**src/sv/spd_pkg.sv**
```systemverilog
// Package for the serial packet deframer: field widths, phase, kind and
// register codes, and the default payload depth. No dependencies.
package spd_pkg;

  localparam int BYTE_W        = 8;
  localparam int KIND_W        = 2;
  localparam int INDEX_W       = 6;
  localparam int CFG_IDX_W     = 2;
  localparam int PHASE_W       = 3;
  localparam int PAYLOAD_MAX_D = 32;

  localparam logic [BYTE_W-1:0] TARGET_SELF = 8'd1;

  // Result kinds
  localparam logic [KIND_W-1:0] KIND_DATA   = 2'd0;
  localparam logic [KIND_W-1:0] KIND_HDR    = 2'd1;
  localparam logic [KIND_W-1:0] KIND_CSUM   = 2'd2;
  localparam logic [KIND_W-1:0] KIND_OVFL   = 2'd3;

  // Register indexes
  localparam logic [CFG_IDX_W-1:0] REG_OWN_ID    = 2'd0;
  localparam logic [CFG_IDX_W-1:0] REG_SRC_A     = 2'd1;
  localparam logic [CFG_IDX_W-1:0] REG_SRC_B     = 2'd2;
  localparam logic [CFG_IDX_W-1:0] REG_BCAST_ID  = 2'd3;

  localparam logic [BYTE_W-1:0] BCAST_RESET = 8'd254;

  // Frame phases
  localparam logic [PHASE_W-1:0] PH_DEST = 3'd0;
  localparam logic [PHASE_W-1:0] PH_SRC  = 3'd1;
  localparam logic [PHASE_W-1:0] PH_TGT  = 3'd2;
  localparam logic [PHASE_W-1:0] PH_PID  = 3'd3;
  localparam logic [PHASE_W-1:0] PH_LEN  = 3'd4;
  localparam logic [PHASE_W-1:0] PH_PAY  = 3'd5;
  localparam logic [PHASE_W-1:0] PH_CSUM = 3'd6;

endpackage

```
**src/sv/serial_packet_deframer.sv**
```systemverilog
// Serial packet deframer top level: header checks, payload store in a
// synchronous memory, checksum test and payload readout. Uses spd_pkg.
//
// channel | direction | handshake             | payload
// in_     | in        | in_valid / in_stall   | in_rx_byte
// out_    | out       | out_valid / out_stall | kind, packet_id, declared_len,
//         |           |                       | byte_index, byte_value, last
// cfg_    | in        | cfg_we                | cfg_idx, cfg_wdata
//
// A received byte is taken whenever no readout is running and the output
// register is free or being emptied. A good frame is read back from the
// payload store result by result, each through a memory read state and
// then a state that loads the output register, and the input is held off
// after its checksum until the last payload result has been loaded.
// Reset is synchronous and active low; the payload store needs no clearing.
// A stall on the output holds the result register and, through it, the input.
module serial_packet_deframer #(
  parameter int PAYLOAD_MAX = spd_pkg::PAYLOAD_MAX_D
) (
  input  logic                           clk,
  input  logic                           rst_n,
  input  logic                           in_valid,
  output logic                           in_stall,
  input  logic [spd_pkg::BYTE_W-1:0]     in_rx_byte,
  output logic                           out_valid,
  input  logic                           out_stall,
  output logic [spd_pkg::KIND_W-1:0]     out_kind,
  output logic [spd_pkg::BYTE_W-1:0]     out_packet_id,
  output logic [spd_pkg::BYTE_W-1:0]     out_declared_len,
  output logic [spd_pkg::INDEX_W-1:0]    out_byte_index,
  output logic [spd_pkg::BYTE_W-1:0]     out_byte_value,
  output logic                           out_last,
  input  logic                           cfg_we,
  input  logic [spd_pkg::CFG_IDX_W-1:0]  cfg_idx,
  input  logic [spd_pkg::BYTE_W-1:0]     cfg_wdata
);
  import spd_pkg::*;

  localparam int AW = $clog2(PAYLOAD_MAX);
  localparam int CW = $clog2(PAYLOAD_MAX + 1);
  localparam logic [CW-1:0] CNT_MAX = CW'(PAYLOAD_MAX);

  // Readout sequencer
  localparam logic [1:0] RD_IDLE = 2'd0;
  localparam logic [1:0] RD_READ = 2'd1;
  localparam logic [1:0] RD_EMIT = 2'd2;

  logic [BYTE_W-1:0]  own_id_r, src_a_r, src_b_r, bcast_r;
  logic [PHASE_W-1:0] phase_r, phase_nxt;
  logic [BYTE_W-1:0]  sum_r, sum_nxt;
  logic [BYTE_W-1:0]  len_r, len_nxt;
  logic [BYTE_W-1:0]  pid_r, pid_nxt;
  logic [CW-1:0]      cnt_r, cnt_nxt;
  logic [1:0]         rd_st_r, rd_st_nxt;
  logic [AW-1:0]      rd_idx_r, rd_idx_nxt;

  logic [BYTE_W-1:0]  store_mem [PAYLOAD_MAX];
  logic [BYTE_W-1:0]  rd_data_r;
  logic               mem_we;

  logic               out_valid_r;
  logic [KIND_W-1:0]  kind_r;
  logic [BYTE_W-1:0]  opid_r, olen_r, oval_r;
  logic [INDEX_W-1:0] oidx_r;
  logic               olast_r;

  logic               out_free, in_acc, ld;
  logic [KIND_W-1:0]  ld_kind;
  logic [BYTE_W-1:0]  ld_pid, ld_len, ld_val;
  logic [INDEX_W-1:0] ld_idx;
  logic               emit_last;
  logic [BYTE_W-1:0]  sum_add;
  logic [CW-1:0]      cnt_inc;

  assign out_free = !out_valid_r || !out_stall;
  // Input and readout never overlap, so store writes and reads cannot collide
  assign in_stall = (rd_st_r != RD_IDLE) || (out_valid_r && out_stall);
  assign in_acc   = in_valid && !in_stall;
  assign sum_add  = sum_r + in_rx_byte;
  assign cnt_inc  = cnt_r + CW'(1);
  assign emit_last = (CW'(rd_idx_r) + CW'(1)) == cnt_r;
  assign mem_we   = in_acc && (phase_r == PH_PAY);

  always_comb begin
    phase_nxt  = phase_r;
    sum_nxt    = sum_r;
    len_nxt    = len_r;
    pid_nxt    = pid_r;
    cnt_nxt    = cnt_r;
    rd_st_nxt  = rd_st_r;
    rd_idx_nxt = rd_idx_r;
    ld         = 1'b0;
    ld_kind    = KIND_HDR;
    ld_pid     = '0;
    ld_len     = '0;
    ld_idx     = '0;
    ld_val     = '0;
    if (in_acc) begin
      case (phase_r)
        PH_SRC: begin
          if (in_rx_byte == src_a_r || in_rx_byte == src_b_r) begin
            sum_nxt   = sum_add;
            phase_nxt = PH_TGT;
          end else begin
            ld        = 1'b1;
            phase_nxt = PH_DEST;
          end
        end
        PH_TGT: begin
          if (in_rx_byte == TARGET_SELF || in_rx_byte == bcast_r) begin
            sum_nxt   = sum_add;
            phase_nxt = PH_PID;
          end else begin
            ld        = 1'b1;
            phase_nxt = PH_DEST;
          end
        end
        PH_PID: begin
          sum_nxt   = sum_add;
          pid_nxt   = in_rx_byte;
          phase_nxt = PH_LEN;
        end
        PH_LEN: begin
          sum_nxt   = sum_add;
          len_nxt   = in_rx_byte;
          cnt_nxt   = '0;
          phase_nxt = PH_PAY;
        end
        PH_PAY: begin
          sum_nxt = sum_add;
          cnt_nxt = cnt_inc;
          if (cnt_inc >= CNT_MAX) begin
            ld        = 1'b1;
            ld_kind   = KIND_OVFL;
            ld_pid    = pid_r;
            ld_len    = len_r;
            cnt_nxt   = '0;
            phase_nxt = PH_DEST;
          end else if (BYTE_W'(cnt_inc) >= len_r) begin
            phase_nxt = PH_CSUM;
          end
        end
        PH_CSUM: begin
          sum_nxt   = sum_add;
          phase_nxt = PH_DEST;
          if (sum_add == '0) begin
            rd_idx_nxt = '0;
            rd_st_nxt  = RD_READ;
          end else begin
            ld      = 1'b1;
            ld_kind = KIND_CSUM;
            ld_pid  = pid_r;
            ld_len  = len_r;
          end
        end
        default: begin
          // Destination byte; unused phase codes land here as well
          if (in_rx_byte == own_id_r) begin
            sum_nxt   = in_rx_byte;
            phase_nxt = PH_SRC;
          end else begin
            ld        = 1'b1;
            phase_nxt = PH_DEST;
          end
        end
      endcase
    end else begin
      case (rd_st_r)
        RD_READ: rd_st_nxt = RD_EMIT;
        RD_EMIT: begin
          if (out_free) begin
            ld      = 1'b1;
            ld_kind = KIND_DATA;
            ld_pid  = pid_r;
            ld_len  = len_r;
            ld_idx  = INDEX_W'(rd_idx_r);
            ld_val  = rd_data_r;
            if (emit_last) begin
              rd_st_nxt = RD_IDLE;
            end else begin
              rd_idx_nxt = rd_idx_r + AW'(1);
              rd_st_nxt  = RD_READ;
            end
          end
        end
        default: rd_st_nxt = RD_IDLE;
      endcase
    end
  end

  always_ff @(posedge clk) begin
    if (!rst_n) begin
      own_id_r <= '0;
      src_a_r  <= '0;
      src_b_r  <= '0;
      bcast_r  <= BCAST_RESET;
    end else if (cfg_we) begin
      case (cfg_idx)
        REG_OWN_ID:   own_id_r <= cfg_wdata;
        REG_SRC_A:    src_a_r  <= cfg_wdata;
        REG_SRC_B:    src_b_r  <= cfg_wdata;
        REG_BCAST_ID: bcast_r  <= cfg_wdata;
        default: ;
      endcase
    end
  end

  always_ff @(posedge clk) begin
    if (!rst_n) begin
      phase_r  <= PH_DEST;
      sum_r    <= '0;
      len_r    <= '0;
      pid_r    <= '0;
      cnt_r    <= '0;
      rd_st_r  <= RD_IDLE;
      rd_idx_r <= '0;
    end else begin
      phase_r  <= phase_nxt;
      sum_r    <= sum_nxt;
      len_r    <= len_nxt;
      pid_r    <= pid_nxt;
      cnt_r    <= cnt_nxt;
      rd_st_r  <= rd_st_nxt;
      rd_idx_r <= rd_idx_nxt;
    end
  end

  // Payload store: one write port, one registered read port
  always_ff @(posedge clk) begin
    if (mem_we) begin
      store_mem[cnt_r[AW-1:0]] <= in_rx_byte;
    end
    rd_data_r <= store_mem[rd_idx_r];
  end

  always_ff @(posedge clk) begin
    if (!rst_n) begin
      out_valid_r <= 1'b0;
    end else if (ld) begin
      out_valid_r <= 1'b1;
    end else if (!out_stall) begin
      out_valid_r <= 1'b0;
    end
  end

  always_ff @(posedge clk) begin
    if (ld) begin
      kind_r  <= ld_kind;
      opid_r  <= ld_pid;
      olen_r  <= ld_len;
      oidx_r  <= ld_idx;
      oval_r  <= ld_val;
      olast_r <= (ld_kind != KIND_DATA) || emit_last;
    end
  end

  assign out_valid        = out_valid_r;
  assign out_kind         = kind_r;
  assign out_packet_id    = opid_r;
  assign out_declared_len = olen_r;
  assign out_byte_index   = oidx_r;
  assign out_byte_value   = oval_r;
  assign out_last         = olast_r;

  // A result is never loaded over one that is still held
  a_no_overwrite: assert property (@(posedge clk) disable iff (!rst_n)
    (out_valid_r && out_stall) |-> !ld)
    else $error("result register overwritten while stalled");

  // Store writes stay inside the payload store
  a_write_in_range: assert property (@(posedge clk) disable iff (!rst_n)
    mem_we |-> (cnt_r < CNT_MAX))
    else $error("payload store write beyond depth");

  // Checksum phase always follows at least one payload byte
  a_csum_count: assert property (@(posedge clk) disable iff (!rst_n)
    (phase_r == PH_CSUM) |-> (cnt_r != '0))
    else $error("checksum phase with empty payload");

  // Readout index never passes the payload count
  a_read_in_range: assert property (@(posedge clk) disable iff (!rst_n)
    (rd_st_r != RD_IDLE) |-> (CW'(rd_idx_r) < cnt_r))
    else $error("readout index beyond payload count");

  // The final payload result ends the readout
  a_last_ends_run: assert property (@(posedge clk) disable iff (!rst_n)
    (rd_st_r == RD_EMIT && out_free && emit_last) |=> (rd_st_r == RD_IDLE))
    else $error("readout continued past the last payload byte");

endmodule

```
**config.mk**
```make
export PLATFORM = sky130hd
export DESIGN_NAME = serial_packet_deframer
export DESIGN_NICKNAME = d
export VERILOG_FILES = /design/src/sv/spd_pkg.sv /design/src/sv/serial_packet_deframer.sv
export SDC_FILE = /design/constraint.sdc
export NUM_CORES = 1
export LEC_CHECK = 0
export BUFFER_PORTS_ARGS = -buffer_cell sky130_fd_sc_hd__buf_4
export CAP_MARGIN = 20
export CORE_ASPECT_RATIO = 1.25
export CORE_MARGIN = 3
export CORE_UTILIZATION = 49
export CTS_CLUSTER_SIZE = 25
export DETAILED_ROUTE_END_ITERATION = 8
export PLACE_DENSITY_LB_ADDON = 0.3
export SLEW_MARGIN = 20
export SYNTH_ARGS = -nofsm -noshare
export SYNTH_HDL_FRONTEND = slang
export SYNTH_SLANG_ARGS = --single-unit
```
**constraint.sdc**
```tcl
create_clock -name clk -period 5.9 [get_ports clk]
set_input_delay 0.59 -clock clk [delete_from_list [all_inputs] [get_ports clk]]
set_output_delay 0.59 -clock clk [all_outputs]
set_load 0.005 [all_outputs]
```
# Word-level counts from Yosys, hierarchy flattened
# Memories as Yosys holds them, arrays and structs flattened. A register that Yosys moved wholly into a read port is not among the register bits.
# Cells that the tools add are included.
# op_classes
addsub	4
magnitude_cmp	2
eq_ne	25
muxes	55
n_bitwise	2
n_reduce_logical	34
# ops
cell	count
$mux W8	13
$eq A8 B8 Y1	4
$pmux W8 S2	2
$mux W5	6
$pmux W8 S3	1
$mux W2	9
$pmux W3 S6	1
$mux W1	16
$reduce_and A2 Y1	8
$pmux W6 S2	1
$reduce_bool A2 Y1	5
$eq A3 B3 Y1 const B	3
$add A8 B8 Y8	1
$eq A8 B1 Y1 const B	1
$ge A6 B8 Y1	1
$logic_not A8 Y1	1
$pmux W2 S2	2
$add A5 B1 Y6 const B	1
$add A6 B1 Y6 const B	1
$eq A2 B2 Y1 const B	3
$eq A3 B2 Y1 const B	2
$eq A6 B6 Y1	1
$ge A6 B6 Y1 const B	1
$mux W3	2
21 further kinds	36
# totals
register_bits	106
ram_bits	256
input_bits	23
output_inout_bits	35
word_cells	142
mem_count	1
# mem_list
memory	words	word_bits	rd	rd_ports_with_merged_regs	write_ports	line	source
store_mem	32	8	1	1	1	serial_packet_deframer.sv:57	logic [BYTE_W-1:0] store_mem [PAYLOAD_MAX];

# Longest topological paths before layout
# depth
word_depth	7
depth_mapped	11

# Worst setup path before layout
# Ideal clock, no wire load.
# synth_timing
path_kind	input port to flip-flop
startpoint	input in_rx_byte[1] in the netlist's numbering
endpoint	register oidx_r[0] (netlist: out_byte_index[0]), enable pin
t_arrival_ns	3.067
t_required_ns	5.511
setup_slack_ns	2.444
path_stages	10
n_path_buf	1
path_cell_list	buf_2 > inv_1 > fa_1 > nand2b_1 > a21oi_1 > o32a_2 > a32oi_1 > a31o_1 > and3_1 > nand2_1
# synth_between
elab_chain_cells	5
word_cells_on_any_way	15
cone_classes	add/sub (1); eq/ne (5); mux (6); reduce/logical (3)
# synth_rtl
item	line	source
start: declaration	serial_packet_deframer.sv:24	input logic [spd_pkg::BYTE_W-1:0] in_rx_byte,
$add A8 B8 Y8 (tied with other cells)	serial_packet_deframer.sv:79	assign sum_add = sum_r + in_rx_byte;
$logic_not A8 Y1 (tied with other cells)	serial_packet_deframer.sv:146	if (sum_add == '0) begin
$mux W1 (on tied branches)	serial_packet_deframer.sv:146, serial_packet_deframer.sv:101, serial_packet_deframer.sv:110	
$pmux W1 S5 *	serial_packet_deframer.sv:99	case (phase_r)
$mux W1 *	serial_packet_deframer.sv:98	if (in_acc) begin
named net ld	serial_packet_deframer.sv:67	logic out_free, in_acc, ld;
end signal: assignment	serial_packet_deframer.sv:251	oidx_r <= ld_idx;
end: declaration	serial_packet_deframer.sv:64	logic [INDEX_W-1:0] oidx_r;
# Mark *: on every way through the listed nets, which the timed path passes. The rest lies on a longest branch.
# A chain may end at the register's enable or synchronous reset.

# Final worst setup path
# layout_timing
startpoint	input in_rx_byte[0] in the netlist's numbering
endpoint	register oval_r[4] (netlist: out_byte_value[4]), enable pin
# layout_between
elab_chain_cells	5
word_cells_on_any_way	15
cone_classes	add/sub (1); eq/ne (5); mux (6); reduce/logical (3)
# layout_rtl
item	line	source
$add A8 B8 Y8 (tied with other cells)	serial_packet_deframer.sv:79	
$logic_not A8 Y1 (tied with other cells)	serial_packet_deframer.sv:146	
$mux W1 (on tied branches)	serial_packet_deframer.sv:146, serial_packet_deframer.sv:101, serial_packet_deframer.sv:110	
$pmux W1 S5 *	serial_packet_deframer.sv:99	
$mux W1 *	serial_packet_deframer.sv:98	
named net ld	serial_packet_deframer.sv:67	
end signal: assignment	serial_packet_deframer.sv:252	oval_r <= ld_val;
end: declaration	serial_packet_deframer.sv:63	logic [BYTE_W-1:0] opid_r, olen_r, oval_r;
# Marks and branches as above.

==> summary.txt <==
Yosys
  – Post-synthesis cell type count: 69
  – Largest cells by area after synthesis: edfxtp_1, mux4_2, dfxtp_1
  – Top post-synthesis cells by count: edfxtp_1, nor2_1, dfxtp_1, mux4_2, nand2_1
  – Synthesized net count: 1038
  – Most frequent cell after synthesis: edfxtp_1
  – Post-synth EDFFs: 288
  – Sequential area share after synthesis: 66.6%
  – Cell taking the most area after synthesis: edfxtp_1
  – Share of the synthesized area in the top cell type: 56.1%
  – Mapped cell area: 15400 sq um
  – Predominant post-synthesis flop cell: edfxtp_1
  – Mean Syn Cell Area: 15.5 sq um
  – Syn Inst Count: 996
  – Ys Warns: 0
  – FF+latch count, synth: 369
  – Ys async rst share: 0%

Worst setup path
  – Crit Path Class: in2reg
  – Buf/Inv on CP: 2
  – Setup crit start kind: input port
  – CP max-delay cell: fa_1
  – Top Family by Delay on Critical Path: compound AO/OA/AOI/OAI gates
  – Cell-by-cell trace of the critical path: buf_4 -> ha_1 -> inv_1 -> fa_1 -> nand2b_1 -> a21oi_1 -> o21ai_1 -> a32oi_1 -> a31o_1 -> and3_1 -> nand2_2
  – Element type at the critical path end: flop
  – Reg-to-reg endpoint: out_byte_value[4]
  – CP max FO: 41
  – RR Startpoint: sum_r[0]
  – Worst EP arrival: 3.53 ns
  – Required @ worst endpoint: 6.01 ns
  – R2R setup slack: 2.68 ns
  – Reg2Reg Depth: 10
  – Worst path max stage delay: 0.42 ns

Outcome
  – Outcome: completed

Die
  – Initial Utilization: 49.7%
  – Top Ports: 58
  – Die ar.: 33600 sq um
  – Die Y-Extent: 204 um
  – Die width: 165 um
  – # rows: 72
  – Core region area: 31000 sq um

Clock network
  – Clock Sinks: 369
  – Post-CTS Resized: 0
  – TritonCTS Buffers: 36
  – Clock Tree Buf Depth: 3
  – H-Tree Depth: 2
  – Post-CTS setup buffer count: 0
  – Hold buffers post-CTS: 0
  – Clk slew on worst S/H paths: 0.06 ns
  – CTS tree: done
  – Clock root cell: clkbuf_16
  – Clock latency on the worst-skew pair: 0.52 ns

Place
  – Post-DP Area: 16100 sq um
  – Port Buf Inserts: 56
  – Post-DP HPWL: 21500 um
  – Cell count after placement: 1407
  – Post-Place Worst Slack: 2.00 ns
  – Placer Congestion: 0.806

Global route
  – Met1 Use GR: 25.0%
  – GR Util met2: 33.7%
  – Initial antenna violation count: 0
  – Met3 global-route usage: 3.28%
  – Global-route wire length before repair: 50500 um
  – GRT Overall Usage: 19.8%
  – Vias in the first global route: 8583
  – Grt total ovfl: 0
  – Largest net degree at the start of global routing: 47
  – Grt peak-use layer: met2

Route
  – Via count: 8467
  – DRC errors left: 0
  – Initial DRT Pass Iterations: 5
  – First DRT Iteration DRCs: 599
  – Antenna viol nets, final: 0
  – DR vias/cell: 5.76
  – Final WL: 32600 um
  – DR WL/cell: 22.2 um

Layout
  – Area Growth Syn to Fin: 12.3%
  – Fillers: 2436
  – Post-route insts no fill: 1469
  – Diodes inserted: 0
  – Fin util: 55.8%
  – Post-route cell area: 17300 sq um
  – Share of layout cells above drive strength 1: 19.7%
  – Final net count: 1080

Timing
  – Max frequency: 0.292 GHz
  – Max-slew headroom: 34.6%
  – RSZ-0062 raised after global routing: false
  – Final setup fails: 0
  – Final Skew: 0.0165 ns
  – Final worst path period need: 3.42 ns
  – Slew Viols, Final: 0
  – Fin Setup TNS: 0 ns
  – Tcrit/Tclk final: 58.0%
  – Worst slew pin tran: 0.982 ns
  – Setup WS post-layout: 2.48 ns
  – Final hold viol count: 0
  – Min Hold Slack: 0.337 ns

Pwr
  – LEAKAGE: 5.74 nW
  – Total power: 5.34 mW
  – PwrDens: 309 nW/um^2
  – Maximum vdd drop: 0.190 mV

Worst hold path
  – Hold Crit Start: cfg_wdata[5]
  – HP Class: in2reg
  – Hold endpoint: bcast_r[5]
  – Hold path depth: 3

Job
  – Max-cap violation count: 0
[worst max path at each step]
stage / start / end / slack [ns] / depth (start not counted)
global route: in_rx_byte[0] / out_byte_index[1] / 2.29 / 11
floorplan: in_rx_byte[1] / out_byte_index[0] / 2.44 / 10
global placement: in_rx_byte[0] / out_byte_index[1] / 1.74 / 11
detailed placement: in_rx_byte[0] / out_byte_index[1] / 2.00 / 11
finish: in_rx_byte[0] / out_byte_value[4] / 2.48 / 11
CTS: in_rx_byte[0] / out_byte_index[1] / 2.53 / 11
[cell families after synthesis]
kind of cell | synth area share [%]
xor+xnor | 2.50
mux | 14.5
fa+ha+maj | 1.59
simple gates | 8.35
other cells | 0.0243
flops | 66.6
buf+inv | 2.14
compound gates | 4.27
[report_power, final]
| part | leakage, nW | switching (mW) | total (mW) | internal, mW |
|---|---|---|---|---|
| clock network | 0.569 | 0.925 | 2.28 | 1.36 |
| logic | 1.90 | 0.134 | 0.216 | 0.0816 |
| registers | 3.27 | 0.0172 | 2.85 | 2.83 |
| total | 5.74 | 1.08 | 5.34 | 4.27 |
[cell usage in the layout, fill, tap and decap left out, types with 3 or more instances in the layout]
cell type,netlist,layout
edfxtp_1,288,288
nor2_1,87,87
mux4_2,80,80
dfxtp_1,81,79
buf_4,5,62
nand2_1,59,58
xnor2_1,40,40
clkbuf_16,0,39
mux2i_1,34,34
a21oi_1,32,32
and2_1,23,23
nand3_1,22,22
o21ai_0,20,20
ha_1,18,18
and3_1,17,17
inv_1,14,14
clkbuf_1,31,10
nand4_1,9,9
mux2_2,8,8
nand3b_1,8,8
nor3_1,8,8
nand2b_1,7,7
a31oi_1,7,7
clkinv_1,1,7
or3_1,5,5
a21o_1,5,5
nor2b_1,4,4
xor2_1,4,4
nor3b_1,4,4
a211oi_1,4,4
a31o_1,4,4
a311oi_1,3,3
bufinv_16,0,3
[sequential cells by signal, summed over array words and instances (netlist names)]
| signal | cells |
|---|---|
| phase_r | 3 |
| out_valid | 1 |
| out_last | 1 |
| src_a_r | 8 |
| rd_idx_r | 5 |
| out_declared_len | 8 |
| pid_r | 8 |
| bcast_r | 8 |
| len_r | 8 |
| out_byte_index | 5 |
| out_kind | 2 |
| out_byte_value | 8 |
| rd_st_r | 2 |
| out_packet_id | 8 |
| store_mem | 256 |
| rd_data_r | 8 |
| cnt_r | 6 |
| src_b_r | 8 |
| own_id_r | 8 |
| sum_r | 8 |
[layer usage]
metal / up-vias / wire [um]
li1: 3878 / -
met1: 4274 / 12900
met2: 242 / 16500
met3: 73 / 1660
met4: 0 / 1540
met5: - / 0
[area by class of cell]
type                            instances  area, sq um  area share [%]
Inverter                               17         63.8           0.369
Clock inverter                         11          134           0.774
Timing Repair Buffer                   62          465            2.69
Tap cell                              407          509            2.94
Sequential cell                       369        10300            59.4
Multi-Input combinational cell        552         4810            27.8
Clock buffer                           51         1040            6.02
[worst min-delay path: stages]
cell	delay (ns)
buf_4	0.11
nand2_1	0.05
nand3_1	0.07
Note: power is estimated with default switching activity, not from simulation.
